--- src/rtl/core/fbpa_pkg.sv ---
// Shared types, codes and defaults for the fixed block pool allocator.
`timescale 1ns / 1ps
package fbpa_pkg;
   localparam int MaxBlocksDefault = 256;
   localparam int AddrBitsDefault  = 32;
   localparam int PtrBytesDefault  = 4;

   localparam logic [1:0] ST_OK      = 2'd0;
   localparam logic [1:0] ST_INVALID = 2'd1;
   localparam logic [1:0] ST_BUSY    = 2'd2;
   localparam logic [1:0] ST_EMPTY   = 2'd3;

   localparam logic OP_ALLOC = 1'b0;
   localparam logic OP_FREE  = 1'b1;

   localparam logic [1:0] CSR_POOL_BASE   = 2'd0;
   localparam logic [1:0] CSR_BLOCK_BYTES = 2'd1;
   localparam logic [1:0] CSR_BLOCK_TOTAL = 2'd2;

   // One queued command between the front and the back.
   typedef struct packed {
      logic        opcode;
      logic [31:0] block_address;
   } cmd_type;

   // One finished result.
   typedef struct packed {
      logic [1:0]  status;
      logic [31:0] granted_address;
      logic [8:0]  free_blocks;
      logic [8:0]  peak_in_use;
      logic [31:0] alloc_total;
   } rsp_type;
endpackage

--- src/rtl/core/fbpa_front.sv ---
// Front end: accepts commands into a two-entry queue.
`timescale 1ns / 1ps
module fbpa_front
   import fbpa_pkg::*;
(
   input  logic    clock,
   input  logic    reset,
   input  logic    in_valid,
   output logic    in_ready,
   input  cmd_type in_cmd,
   output logic    out_valid,
   input  logic    out_ready,
   output cmd_type out_cmd
);
   cmd_type    q_ff [2];
   logic [1:0] cnt_ff, cnt_in;
   logic       rd_ff, rd_in, wr_ff, wr_in;
   logic       push, pop;

   assign in_ready  = (cnt_ff != 2'd2);
   assign out_valid = (cnt_ff != 2'd0);
   assign out_cmd   = q_ff[rd_ff];
   assign push      = in_valid && in_ready;
   assign pop       = out_valid && out_ready;

   always_comb begin
      cnt_in = cnt_ff + {1'b0, push} - {1'b0, pop};
      rd_in  = rd_ff ^ pop;
      wr_in  = wr_ff ^ push;
   end

   always_ff @(posedge clock) begin
      if (reset) begin
         cnt_ff <= 2'd0;
         rd_ff  <= 1'b0;
         wr_ff  <= 1'b0;
      end else begin
         cnt_ff <= cnt_in;
         rd_ff  <= rd_in;
         wr_ff  <= wr_in;
      end
      if (push) q_ff[wr_ff] <= in_cmd;
   end
endmodule

--- src/rtl/core/fbpa_divider.sv ---
// Restoring divider: one quotient bit per cycle.
`timescale 1ns / 1ps
module fbpa_divider #(
   parameter int NumBits = 33
) (
   input  logic               clock,
   input  logic               reset,
   input  logic               start,
   input  logic [NumBits-1:0] dividend,
   input  logic [NumBits-1:0] divisor,
   output logic               done,
   output logic [NumBits-1:0] quotient,
   output logic [NumBits-1:0] remainder
);
   localparam int CntBits = $clog2(NumBits + 1);
   logic [NumBits-1:0] quo_ff, quo_in, rem_ff, rem_in, dvs_ff;
   logic [CntBits-1:0] cnt_ff, cnt_in;
   logic               busy_ff, busy_in, done_ff, done_in;
   logic [NumBits:0]   trial;

   assign done      = done_ff;
   assign quotient  = quo_ff;
   assign remainder = rem_ff;

   always_comb begin
      trial   = {rem_ff, quo_ff[NumBits-1]} - {1'b0, dvs_ff};
      quo_in  = quo_ff;
      rem_in  = rem_ff;
      cnt_in  = cnt_ff;
      busy_in = busy_ff;
      done_in = 1'b0;
      if (start) begin
         quo_in  = dividend;
         rem_in  = '0;
         cnt_in  = CntBits'(NumBits);
         busy_in = 1'b1;
      end else if (busy_ff) begin
         if (!trial[NumBits]) begin
            rem_in = trial[NumBits-1:0];
            quo_in = {quo_ff[NumBits-2:0], 1'b1};
         end else begin
            rem_in = {rem_ff[NumBits-2:0], quo_ff[NumBits-1]};
            quo_in = {quo_ff[NumBits-2:0], 1'b0};
         end
         cnt_in = cnt_ff - 1'b1;
         if (cnt_ff == CntBits'(1)) begin
            busy_in = 1'b0;
            done_in = 1'b1;
         end
      end
   end

   always_ff @(posedge clock) begin
      if (reset) begin
         busy_ff <= 1'b0;
         done_ff <= 1'b0;
         cnt_ff  <= '0;
      end else begin
         busy_ff <= busy_in;
         done_ff <= done_in;
         cnt_ff  <= cnt_in;
      end
      quo_ff <= quo_in;
      rem_ff <= rem_in;
      if (start) dvs_ff <= divisor;
   end
endmodule

--- src/rtl/core/fbpa_back.sv ---
// Back end: pool state, free stack and command execution.
`timescale 1ns / 1ps
module fbpa_back
   import fbpa_pkg::*;
#(
   parameter int MaxBlocks = MaxBlocksDefault,
   parameter int AddrBits  = AddrBitsDefault,
   parameter int PtrBytes  = PtrBytesDefault
) (
   input  logic        clock,
   input  logic        reset,
   input  logic        csr_write,
   input  logic [1:0]  csr_index,
   input  logic [31:0] csr_data,
   input  logic        cmd_valid,
   output logic        cmd_ready,
   input  cmd_type     cmd,
   output logic        rsp_valid,
   input  logic        rsp_ready,
   output rsp_type     rsp
);
   localparam int IdxBits = $clog2(MaxBlocks);
   localparam int CntBits = $clog2(MaxBlocks + 1);
   localparam int DivBits = 33;
   localparam int PtrLog  = $clog2(PtrBytes);
   // Granted addresses wrap at the address width before they are cut to 32 bits.
   localparam logic [31:0] GrantMask = (AddrBits >= 32) ? 32'hFFFF_FFFF
                                       : 32'((64'd1 << AddrBits) - 64'd1);

   localparam logic [2:0] S_IDLE  = 3'd0;
   localparam logic [2:0] S_READ  = 3'd1;
   localparam logic [2:0] S_ALLOC = 3'd2;
   localparam logic [2:0] S_DIV   = 3'd3;
   localparam logic [2:0] S_CHECK = 3'd4;
   localparam logic [2:0] S_OUT   = 3'd5;

   logic [2:0]         state_ff, state_in;
   logic [31:0]        base_ff;
   logic [15:0]        bytes_ff;
   logic [8:0]         total_ff;
   logic [17:0]        size_ff;
   logic [26:0]        pool_ff;
   logic               ok_ff;
   logic [CntBits-1:0] depth_ff, fresh_ff, freec_ff, peak_ff;
   logic [31:0]        allocs_ff;
   logic [MaxBlocks-1:0] map_ff;
   logic [IdxBits-1:0] stack_mem [MaxBlocks];
   logic [IdxBits-1:0] rd_data_ff;
   cmd_type            cmd_ff;
   rsp_type            rsp_ff;
   logic               rsp_v_ff;
   logic [1:0]         stat_ff;
   logic [31:0]        grant_ff;
   logic [32:0]        off_ff;
   logic               div_start, div_done;
   logic [DivBits-1:0] div_q, div_r;
   logic [17:0]        size_new;
   logic [26:0]        pool_new;
   logic [IdxBits-1:0] grant_idx;
   logic [CntBits-1:0] used;
   logic [33:0]        grant_sum;
   logic [8:0]         total_w;
   logic [15:0]        bytes_w;
   logic               restart;

   assign cmd_ready = (state_ff == S_IDLE) && !restart;
   assign rsp_valid = rsp_v_ff;
   assign rsp       = rsp_ff;
   assign div_start = (state_ff == S_READ) && (cmd_ff.opcode == OP_FREE);
   assign restart   = csr_write && (csr_index == CSR_POOL_BASE
                      || csr_index == CSR_BLOCK_BYTES || csr_index == CSR_BLOCK_TOTAL);

   always_comb begin
      bytes_w  = (csr_write && csr_index == CSR_BLOCK_BYTES) ? csr_data[15:0] : bytes_ff;
      total_w  = (csr_write && csr_index == CSR_BLOCK_TOTAL) ? csr_data[8:0] : total_ff;
      size_new = ({2'b0, bytes_w} + 18'(PtrBytes - 1)) >> PtrLog << PtrLog;
      if (size_new < 18'(PtrBytes)) size_new = 18'(PtrBytes);
      pool_new = 27'(size_new) * 27'(total_w);
   end

   fbpa_divider #(.NumBits(DivBits)) u_div (
      .clock(clock), .reset(reset), .start(div_start),
      .dividend(off_ff), .divisor(33'(size_ff)), .done(div_done),
      .quotient(div_q), .remainder(div_r)
   );

   assign grant_idx = (depth_ff != '0) ? rd_data_ff : fresh_ff[IdxBits-1:0];
   assign used      = CntBits'(total_ff) - (freec_ff - 1'b1);
   assign grant_sum = 34'(base_ff) + 34'(grant_idx) * 34'(size_ff);

   always_comb begin
      state_in = state_ff;
      unique case (state_ff)
         S_IDLE:  if (cmd_valid && !restart) state_in = S_READ;
         S_READ:  state_in = (cmd_ff.opcode == OP_ALLOC) ? S_ALLOC : S_DIV;
         S_ALLOC: state_in = S_OUT;
         S_DIV:   if (div_done) state_in = S_CHECK;
         S_CHECK: state_in = S_OUT;
         S_OUT:   if (!rsp_v_ff || rsp_ready) state_in = S_IDLE;
         default: state_in = S_IDLE;
      endcase
   end

   always_ff @(posedge clock) begin
      rd_data_ff <= stack_mem[IdxBits'(depth_ff - 1'b1)];
      if (state_ff == S_CHECK && ok_ff && cmd_ff.block_address != 32'd0
          && !off_ff[32] && off_ff[26:0] < pool_ff && off_ff[32:27] == 6'd0
          && div_r == '0 && freec_ff < CntBits'(total_ff)
          && div_q < DivBits'(fresh_ff) && !map_ff[div_q[IdxBits-1:0]])
         stack_mem[depth_ff[IdxBits-1:0]] <= div_q[IdxBits-1:0];
   end

   always_ff @(posedge clock) begin
      if (reset) begin
         state_ff <= S_IDLE; base_ff <= '0; bytes_ff <= '0; total_ff <= '0;
         size_ff <= 18'(PtrBytes); pool_ff <= '0; ok_ff <= 1'b0;
         depth_ff <= '0; fresh_ff <= '0; freec_ff <= '0; peak_ff <= '0;
         allocs_ff <= '0; map_ff <= '0; rsp_v_ff <= 1'b0;
      end else begin
         state_ff <= state_in;
         if (restart) begin
            if (csr_index == CSR_POOL_BASE) base_ff <= csr_data;
            bytes_ff <= bytes_w;
            total_ff <= total_w;
            size_ff  <= size_new;
            pool_ff  <= pool_new;
            ok_ff    <= bytes_w != 16'd0 && total_w != 9'd0 && 32'(total_w) <= 32'(MaxBlocks)
                        && 64'(pool_new) - 64'd1 <= ((64'd1 << (AddrBits-1)) << 1) - 64'd1;
            freec_ff <= (bytes_w != 16'd0 && total_w != 9'd0 && 32'(total_w) <= 32'(MaxBlocks)
                         && 64'(pool_new) - 64'd1 <= ((64'd1 << (AddrBits-1)) << 1) - 64'd1)
                        ? CntBits'(total_w) : '0;
            depth_ff <= '0; fresh_ff <= '0; peak_ff <= '0; allocs_ff <= '0; map_ff <= '0;
         end else begin
            if (state_ff == S_IDLE && cmd_valid) begin
               cmd_ff <= cmd;
               off_ff <= {1'b0, cmd.block_address} - {1'b0, base_ff};
            end
            // Status and address wait here so a held result stays intact.
            if (state_ff == S_ALLOC) begin
               if (!ok_ff || freec_ff == '0
                   || (depth_ff == '0 && fresh_ff >= CntBits'(total_ff))) begin
                  stat_ff  <= ST_EMPTY;
                  grant_ff <= '0;
               end else begin
                  stat_ff  <= ST_OK;
                  grant_ff <= grant_sum[31:0] & GrantMask;
                  if (depth_ff != '0) begin
                     depth_ff <= depth_ff - 1'b1;
                     map_ff[rd_data_ff] <= 1'b0;
                  end else fresh_ff <= fresh_ff + 1'b1;
                  freec_ff  <= freec_ff - 1'b1;
                  allocs_ff <= allocs_ff + 32'd1;
                  if (used > peak_ff) peak_ff <= used;
               end
            end
            if (state_ff == S_CHECK) begin
               grant_ff <= '0;
               if (!ok_ff || cmd_ff.block_address == 32'd0 || off_ff[32]
                   || off_ff[32:27] != 6'd0 || off_ff[26:0] >= pool_ff || div_r != '0)
                  stat_ff <= ST_INVALID;
               else if (freec_ff >= CntBits'(total_ff) || div_q >= DivBits'(fresh_ff)
                        || map_ff[div_q[IdxBits-1:0]])
                  stat_ff <= ST_BUSY;
               else begin
                  stat_ff  <= ST_OK;
                  depth_ff <= depth_ff + 1'b1;
                  map_ff[div_q[IdxBits-1:0]] <= 1'b1;
                  freec_ff <= freec_ff + 1'b1;
               end
            end
         end
         if (state_ff == S_OUT && (!rsp_v_ff || rsp_ready)) begin
            rsp_v_ff <= 1'b1;
            rsp_ff.status          <= stat_ff;
            rsp_ff.granted_address <= grant_ff;
            rsp_ff.free_blocks     <= 9'(freec_ff);
            rsp_ff.peak_in_use     <= 9'(peak_ff);
            rsp_ff.alloc_total     <= allocs_ff;
         end else if (rsp_v_ff && rsp_ready) begin
            rsp_v_ff <= 1'b0;
         end
      end
   end
endmodule

--- src/rtl/core/fixed_block_pool_allocator.sv ---
// Top level of the fixed-size block pool allocator.
`timescale 1ns / 1ps
// Channel   Direction  Content
// req_*     in         command transfer: opcode in tuser, block_address in tdata
// rsp_*     out        result transfer: status, address, counters
// csr_*     in         register write: pool_base, block_bytes, block_total
// An allocate steps through read, allocate and output; a free through read, divide,
// check and output, with the one-bit-per-cycle divider checking block alignment.
// Reset is synchronous and leaves the pool unconfigured (every op fails).
// A two-entry command queue keeps req_tready high while the back end works until both
// entries fill, and the result register holds a result until rsp_tready takes it.
module fixed_block_pool_allocator
   import fbpa_pkg::*;
#(
   parameter int MAX_BLOCKS = MaxBlocksDefault,
   parameter int ADDR_BITS  = AddrBitsDefault,
   parameter int PTR_BYTES  = PtrBytesDefault
) (
   input  logic        clock,
   input  logic        reset,
   input  logic        req_tvalid,
   output logic        req_tready,
   input  logic        req_tuser,  // opcode[0]
   input  logic [31:0] req_tdata,  // block_address[31:0]
   output logic        rsp_tvalid,
   input  logic        rsp_tready,
   output logic [87:0] rsp_tdata,  // status[1:0], granted_address[33:2],
                                   // free_blocks[42:34], peak_in_use[51:43],
                                   // alloc_total[83:52], zero fill
   input  logic        csr_write,
   input  logic [1:0]  csr_index,
   input  logic [31:0] csr_data
);
   cmd_type in_cmd, q_cmd;
   rsp_type rsp;
   logic    q_valid, q_ready;

   assign in_cmd.opcode        = req_tuser;
   assign in_cmd.block_address = req_tdata;

   // The front queue decouples command intake from execution.
   fbpa_front u_front (
      .clock(clock), .reset(reset),
      .in_valid(req_tvalid), .in_ready(req_tready), .in_cmd(in_cmd),
      .out_valid(q_valid), .out_ready(q_ready), .out_cmd(q_cmd)
   );

   // The back end owns all pool state and produces one result per command.
   fbpa_back #(.MaxBlocks(MAX_BLOCKS), .AddrBits(ADDR_BITS), .PtrBytes(PTR_BYTES)) u_back (
      .clock(clock), .reset(reset),
      .csr_write(csr_write), .csr_index(csr_index), .csr_data(csr_data),
      .cmd_valid(q_valid), .cmd_ready(q_ready), .cmd(q_cmd),
      .rsp_valid(rsp_tvalid), .rsp_ready(rsp_tready), .rsp(rsp)
   );

   assign rsp_tdata = {4'd0, rsp.alloc_total, rsp.peak_in_use, rsp.free_blocks,
                       rsp.granted_address, rsp.status};

   // A failed result never carries a granted address.
   a_no_grant_on_fail: assert property (@(posedge clock) disable iff (reset)
      rsp_tvalid && rsp.status != ST_OK |-> rsp.granted_address == 32'd0)
      else $error("granted address on failed result");

   // A held result keeps its payload while the consumer stalls.
   a_rsp_hold: assert property (@(posedge clock) disable iff (reset)
      rsp_tvalid && !rsp_tready |=> rsp_tvalid && $stable(rsp_tdata))
      else $error("result changed while stalled");
endmodule

--- config.mk ---
export PLATFORM = sky130hd
export DESIGN_NAME = fixed_block_pool_allocator
export DESIGN_NICKNAME = d
export VERILOG_FILES = /design/src/rtl/core/fbpa_pkg.sv /design/src/rtl/core/fbpa_front.sv /design/src/rtl/core/fbpa_divider.sv /design/src/rtl/core/fbpa_back.sv /design/src/rtl/core/fixed_block_pool_allocator.sv
export SDC_FILE = /design/constraint.sdc
export NUM_CORES = 2
export LEC_CHECK = 0
export BUFFER_PORTS_ARGS = -buffer_cell sky130_fd_sc_hd__buf_2
export CELL_PAD_IN_SITES_DETAIL_PLACEMENT = 1
export CELL_PAD_IN_SITES_GLOBAL_PLACEMENT = 1
export CORE_UTILIZATION = 40
export DETAILED_ROUTE_END_ITERATION = 12
export MAX_ROUTING_LAYER = met4
export PLACE_DENSITY = 0.66
export RECOVER_POWER = 100
export SLEW_MARGIN = 20
export SYNTH_ARGS = -nofsm -noshare
export SYNTH_HDL_FRONTEND = slang
export SYNTH_HIERARCHICAL = 1
export SYNTH_SLANG_ARGS = --single-unit
--- constraint.sdc ---
create_clock -name clock -period 8.85 [get_ports clock]
set_input_delay 1.77 -clock clock [delete_from_list [all_inputs] [get_ports clock]]
set_output_delay 1.77 -clock clock [all_outputs]
set_load 0.02 [all_outputs]
==> Word level (Yosys, flattened, before mapping) <==
Memories as Yosys holds them, arrays and structs flattened. A register that Yosys moved wholly into a read port is not among the register bits.
Cells that the tools add are included.
Widths: inputs -> output; s select.
{ "word_totals": {"register_bits": 711, "ram_bits": 2114, "inputBits": 72, "wordCells": 222, "mem_count": 2} }
{ "op_classes": {"add_sub_neg": 15, "mul": 2, "magnitude_cmp": 15, "n_eq_ne": 12, "n_mux": 60, "bitwise_logic": 10, "reduce_logical": 72} }
{ "mem_list": {"columns": ["memory", "depth", "width", "read_ports", "rd_clocked_by_memory_dff", "write_ports", "line_no", "text"], "rows": [
  ["u_back.stack_mem", 256, 8, 1, 1, 1, "fbpa_back.sv:47", "logic [IdxBits-1:0] stack_mem [MaxBlocks];"],
  ["u_front.q_ff", 2, 33, 1, 1, 1, "fbpa_front.sv:15", "cmd_type q_ff [2];"]
]} }
{ "op_table": {"columns": ["op", "n"], "rows": [
  ["$mux 256", 8],
  ["$and 256x256->256", 1],
  ["$not 256->256", 1],
  ["$or 256x256->256", 1],
  ["$mux 9", 14],
  ["$mux 33", 3],
  ["$le 64x32->1 const B", 1],
  ["$mux 32", 2],
  ["$sub 34x18->34", 1],
  ["$ge 33x9->1", 1],
  ["$logic_not 33->1", 1],
  ["$lt 33x9->1", 1],
  ["$reduce_bool 33->1", 1],
  ["$sub 32x32->33", 1],
  ["$add 32x1->32 const B", 1],
  ["$add 32x26->32", 1],
  ["$logic_not 32->1", 1],
  ["$reduce_bool 32->1", 1],
  ["$sub 27x1->28 const B", 1],
  ["$add 9x1->9 const B", 3],
  ["$ge 27x27->1", 1],
  ["$lt 27x27->1", 1],
  ["$mul 18x9->27", 1],
  ["$logic_and 1x1->1", 26],
  ["other kinds (47)", 112]
]} }

==> Longest topological paths before layout <==
{ "logic_depth": {"ltp_word": 15, "depth_mapped": 32, "depth_no_buf": 29} }

==> Hierarchy <==
The synthesis kept the hierarchy.
{ "modules_own_cells": {"columns": ["module", "instances", "cells_per_inst", "area_each_um2", "seq_area_each_um2"], "rows": [
  ["fbpa_back", 1, 7269, 116511.7, 75712.6],
  ["fbpa_divider", 1, 622, 6387.4, 2802.7],
  ["fbpa_front", 1, 130, 2615.0, 2062.0],
  ["fixed_block_pool_allocator", 1, 5, 33.8, 0.0]
]} }

==> Least setup slack after synthesis <==
No wires, ideal clock.
{ "synth_path": {"path_kind": "input-to-reg", "startpoint": "input port csr_index[1]", "endpoint": "register u_back.freec_ff[7]", "t_arrival_ns": 8.853, "required_ns": 8.703, "slack_ns": -0.151, "stages": 28, "cell_sequence": "and3b_1 -> clkbuf_1 -> mux2i_1 -> a221oi_2 -> nand2_1 -> xor2_1 -> mux2_2 -> and2_1 -> a31oi_1 -> or2_2 -> fa_1 -> fa_1 -> inv_1 -> fa_1 -> inv_1 -> fa_1 -> inv_1 -> ha_1 -> o21a_1 -> o31a_1 -> o311a_1 -> nor3_1 -> nor2_1 -> or3b_2 -> nor4_1 -> nand4b_1 -> o21ai_1 -> o22ai_1"} }
{ "synth_between": {"elab_chain_cells": 12, "word_cells_on_any_way": 24, "classes_between": "add/sub: 2; mul: 1; order compare: 3; eq/ne: 2; mux: 5; reduce/logical: 11"} }
{ "synth_lines": {"columns": ["element", "line_no", "text"], "rows": [
  ["start, declared", "fixed_block_pool_allocator.sv:31", "input logic [1:0] csr_index,"],
  ["$eq 2x1->1", "fbpa_back.sv:71, fbpa_back.sv:74", null],
  ["$logic_and 1x1->1", "fbpa_back.sv:74", "bytes_w = (csr_write && csr_index == CSR_BLOCK_BYTES) ? csr_data[15:0] : bytes_ff;"],
  ["$mux 16", "fbpa_back.sv:74", null],
  ["$add 16x2->17", "fbpa_back.sv:76", "size_new = ({2'b0, bytes_w} + 18'(PtrBytes - 1)) >> PtrLog << PtrLog;"],
  ["$lt 18x3->1", "fbpa_back.sv:77", "if (size_new < 18'(PtrBytes)) size_new = 18'(PtrBytes);"],
  ["$mux 17", "fbpa_back.sv:77", null],
  ["$mul 18x9->27", "fbpa_back.sv:78", "pool_new = 27'(size_new) * 27'(total_w);"],
  ["$sub 27x1->28", "fbpa_back.sv:130", "&& 64'(pool_new) - 64'd1 <= ((64'd1 << (AddrBits-1)) << 1) - 64'd1)"],
  ["$le 64x32->1", "fbpa_back.sv:130", null],
  ["$logic_and 1x1->1", "fbpa_back.sv:130", null],
  ["$mux 9", "fbpa_back.sv:131", "? CntBits'(total_w) : '0;"],
  ["$mux 9 (*)", "fbpa_back.sv:121", "if (restart) begin"],
  ["end signal, assigned", "fbpa_back.sv:129", "freec_ff <= (bytes_w != 16'd0 && total_w != 9'd0 && 32'(total_w) <= 32'(MaxBlocks)"],
  ["end signal, assigned", "fbpa_back.sv:151", "freec_ff <= freec_ff - 1'b1;"],
  ["end signal, assigned", "fbpa_back.sv:168", "freec_ff <= freec_ff + 1'b1;"],
  ["end, declared", "fbpa_back.sv:44", "logic [CntBits-1:0] depth_ff, fresh_ff, freec_ff, peak_ff;"]
]} }
Every way passes the cells marked *; elsewhere a longest branch is shown, timed or not.
A chain may end at the register's enable or synchronous reset.

==> Final worst setup path <==
{ "layout_path": {"startpoint": "register u_back.depth_ff[2]", "endpoint": "register u_back.grant_ff[30], data pin"} }
{ "layout_between": {"elab_chain_cells": 6, "word_cells_on_any_way": 9, "classes_between": "add/sub: 1; mul: 1; mux: 3; reduce/logical: 4"} }
{ "layout_lines": {"columns": ["element", "line_no", "text"], "rows": [
  ["start, declared", "fbpa_back.sv:44", null],
  ["start signal, assigned", "fbpa_back.sv:148", "depth_ff <= depth_ff - 1'b1;"],
  ["start signal, assigned", "fbpa_back.sv:166", "depth_ff <= depth_ff + 1'b1;"],
  ["$reduce_bool 9->1", "fbpa_back.sv:87", "assign grant_idx = (depth_ff != '0) ? rd_data_ff : fresh_ff[IdxBits-1:0];"],
  ["$mux 8", "fbpa_back.sv:87", null],
  ["$mul 8x18->26", "fbpa_back.sv:89", "assign grant_sum = 34'(base_ff) + 34'(grant_idx) * 34'(size_ff);"],
  ["$add 32x26->32", "fbpa_back.sv:89", null],
  ["$mux 32 (*)", "fbpa_back.sv:140", "if (!ok_ff || freec_ff == '0"],
  ["$mux 32 (*)", "fbpa_back.sv:139", "if (state_ff == S_ALLOC) begin"],
  ["end signal, assigned", "fbpa_back.sv:146", "grant_ff <= grant_sum[31:0] & GrantMask;"],
  ["end, declared", "fbpa_back.sv:53", "logic [31:0] grant_ff;"]
]} }
Every way passes the cells marked *; elsewhere a longest branch is shown, timed or not. The select of a mux whose other input is x is not followed.

==> key figures <==
Route
  • Detailed-route DRC error count: 0
  • Antenna Nets Post-Route: 0
  • Via density: ~5.7
  • Via count: roughly 73,000
  • Routed wire length per instance: 27.78 µm
  • First-pass DRT Iterations: 5
  • DRT iter0 DRCs: 7,156
  • Final WL: about 350,000 µm

CTS
  • Sink Count: 2,843
  • CTS clk-pin slew, worst paths: 0.06 ns
  • Worst-Skew Late Latency: 0.92 ns
  • Cts-stage hold buffer count: 0
  • CTS Buf Count: 310
  • TritonCTS clock tree: built
  • H-tree depth: 5
  • Root Driver: clkbuf_16
  • Worst-case clock buffer depth: 4

STA
  • Endpoints failing setup: 0
  • Relative slew slack: -194.9%
  • Final max-slew violation count: ~2,100
  • Final min period: about 8.5 ns
  • Clk_skew: approximately 0.075 ns
  • Fin. Hold Viols: 0
  • Crit share post-route: 95.98%
  • Least-Margin Pin Slew: around 4.4 ns
  • Fmax: approximately 0.12 GHz
  • Setup WS post-layout: 0.3554 ns

Power and ir drop
  • Max IR drop VDD: around 0.17 mV
  • Leakage: approximately 46 nW
  • Overall Power: about 33 mW
  • Pwr/cell area: between 200 and 250 mW/mm²

Synthesis
  • Top cells by count, synth: 2,364 x edfxtp_1, 737 x mux4_2, 599 x nand2_1
  • Synth Cell Area: about 0.13 mm²
  • Asr flop ratio synth: 0%
  • Most frequent cell after synthesis: edfxtp_1
  • Synth area leaders: edfxtp_1 57%, mux4_2 13%, dfxtp_1 7.6%
  • Top_reg_cell synth: edfxtp_1
  • Synthesis-stage register bit count: 2,843
  • Synth Instances: approximately 8,000
  • Post-synth cell types: between 100 and 150
  • Register area share after synthesis: roughly 64%
  • Largest area contributor in the synthesized netlist: edfxtp_1
  • Synth top area share: between 50% and 60%
  • Yosys warns: 6
  • Synthesized area per cell: around 16 µm²
  • Post-synth EDFFs: about 2,400

Global route
  • Largest net degree at the start of global routing: 217
  • First-pass GRT wire length: 519,500 µm
  • Total global routing overflow: 0
  • Vias in the first global route: between 70,000 and 80,000
  • Initial antenna violation count: 26
  • Tot GR Track Use: a little under a quarter

Critical path
  • Worst endpoint required time: ~9.5 ns
  • Max stage delay on crit path: approximately 0.86 ns
  • CP Capture Type: flop
  • Crit path max-delay cell type: or4_1
  • Crit Path Class: flop to flop
  • Startpoint types: flop
  • Worst-path fanout max: 15
  • Crit path DAT: ~9 ns

Layout
  • Design area: 0.1417 mm²
  • Finished Layout Cells: between 10,000 and 15,000
  • Fraction of layout cells with a size suffix above 1: between 10% and 20%
  • Final core occ: 45.40%
  • Synthesis-to-layout area growth: 12.89%
  • Nets: 8,814
  • Fill cells: 30,442

Place
  • IO buf count: between 150 and 200
  • Placed cell count: roughly 12,000
  • Worst slack, placed: -0.5975 ns
  • RePlAce Congestion: ~0.85
  • Placed Area: approximately 0.13 mm²
  • HPWL Detailed: roughly 230,000 µm

Floorplan
  • # IOs: ~160
  • Die area: between 0.3 and 0.4 mm²
  • Initial Util: 40.22%
  • DIE WIDTH: ~560 µm
  • Die height: roughly 560 µm
  • Core area: about 0.31 mm²
  • Floorplan row count: a little over 200

Status
  • Status: complete, but fails checks
  • Failing checks: capacitance limit, slew limit

Run
  • Maxcap violations: 33

Worst hold path
  • Worst min path class: flop to flop
[worst paths after layout]
check	from	to	slack, ns	depth (start not counted)
max	u_back/depth_ff[2]	u_back/grant_ff[30]	0.36	28
min reg2reg	u_back/grant_ff[21]	u_back/rsp[71]	0.40	0
max reg2reg	u_back/depth_ff[2]	u_back/grant_ff[30]	0.36	28
min	u_back/grant_ff[21]	u_back/rsp[71]	0.40	0
[sequential cells by signal, indices dropped and copies added, names as in the netlist, 15 cells and up]
name and cells:
u_back/u_div/remainder 33, u_back/pool_ff 25, u_back/u_div/dvs_ff 33, u_back/bytes_ff 16, u_back/off_ff 33, u_back/cmd_ff 33, u_back/stack_mem 2048, u_back/base_ff 32
u_back/map_ff 256, u_back/size_ff 15, u_back/rsp 84, u_back/grant_ff 32, u_back/u_div/quotient 33, u_front/q_ff 66, u_back/allocs_ff 32
[cell type report]
type                    instances  area [µm²]  area share [%]
flip-flops and latches       2843       80580           56.86
multi-input cells            4365       41910           29.57
clock buffers                 413        8422           5.942
well taps                    4140        5180           3.655
repair buffers                390        2465           1.739
clock inverters               152        1672           1.179
inverters                     395        1483           1.046
diodes                          8       20.02         0.01412
[per-stage QoR]
stage | hold slack [ns] | setup TNS [ns]
after floorplan | 0.4003 | 0
after global placement | 0.4052 | -6.109
after detailed placement | 0.4063 | -6.060
after CTS | 0.4057 | 0
after global routing | 0.4195 | -0.08452
final | 0.4036 | 0
[cells by family (layout without fill, tap and decap cells)]
| logic type | count (synthesis) | in the layout | synth area share (%) |
|---|---|---|---|
| DFF | 2843 | 2843 | 64.18 |
| and+or+nand+nor | 1746 | 1746 | 6.310 |
| AOI/OAI and AO/OA | 1120 | 1121 | 5.633 |
| muxes | 867 | 867 | 14.45 |
| buffers and inverters | 839 | 1350 | 2.692 |
| adders and majority gates | 437 | 437 | 5.515 |
| xor gates and xnor gates | 172 | 172 | 1.212 |
| other | 2 | 30 | 0.005982 |
[repair_timing]
item                                    CTS  global route
setup buffers                             0             2
resized for setup                         0             7
endpoints found under the setup margin    0            10
[critical path, delay by kind of cell, from the launching register on]
family                     cells  cell delay [ns]
AOI/OAI and AO/OA              8             2.68
xor gates and xnor gates       1             0.16
adders and majority gates      5             2.14
buffers and inverters          7             1.07
DFF                            1             0.30
and+or+nand+nor                7             1.82
[report_power, final]
part,total [mW],switching [mW],internal [mW]
combinational,4.40,3.12,1.28
clock,12.9,5.44,7.45
sequential,16.1,0.281,15.8
[placed cells by master, fill, tap and decap left out, types with 62 or more instances in the layout]
| cell type | netlist | routed |
|---|---|---|
| nand3_1 | 116 | 110 |
| fa_1 | 194 | 194 |
| nand2_1 | 599 | 588 |
| xor2_1 | 66 | 62 |
| mux4_2 | 737 | 737 |
| nor2_1 | 586 | 584 |
| clkbuf_1 | 315 | 222 |
| inv_1 | 394 | 394 |
| ha_1 | 243 | 242 |
| buf_4 | 12 | 184 |
| nor2b_1 | 80 | 80 |
| clkbuf_16 | 0 | 315 |
| a21oi_1 | 321 | 319 |
| xnor2_1 | 104 | 104 |
| dfxtp_1 | 479 | 477 |
| o211ai_1 | 142 | 142 |
| o21ai_0 | 341 | 339 |
| edfxtp_1 | 2364 | 2364 |
[per-layer routing]
metal / global-route usage, % / part of all wire (%) / vias to the layer above
met5: - / 0 / -
met4: 6.058 / 2.8 / 0
met3: 3.190 / 6.1 / 545
met2: 36.34 / 48 / 2335
met1: 30.65 / 43 / 38898
li1: - / - / 31277
Power figures use the tool's default switching activity.
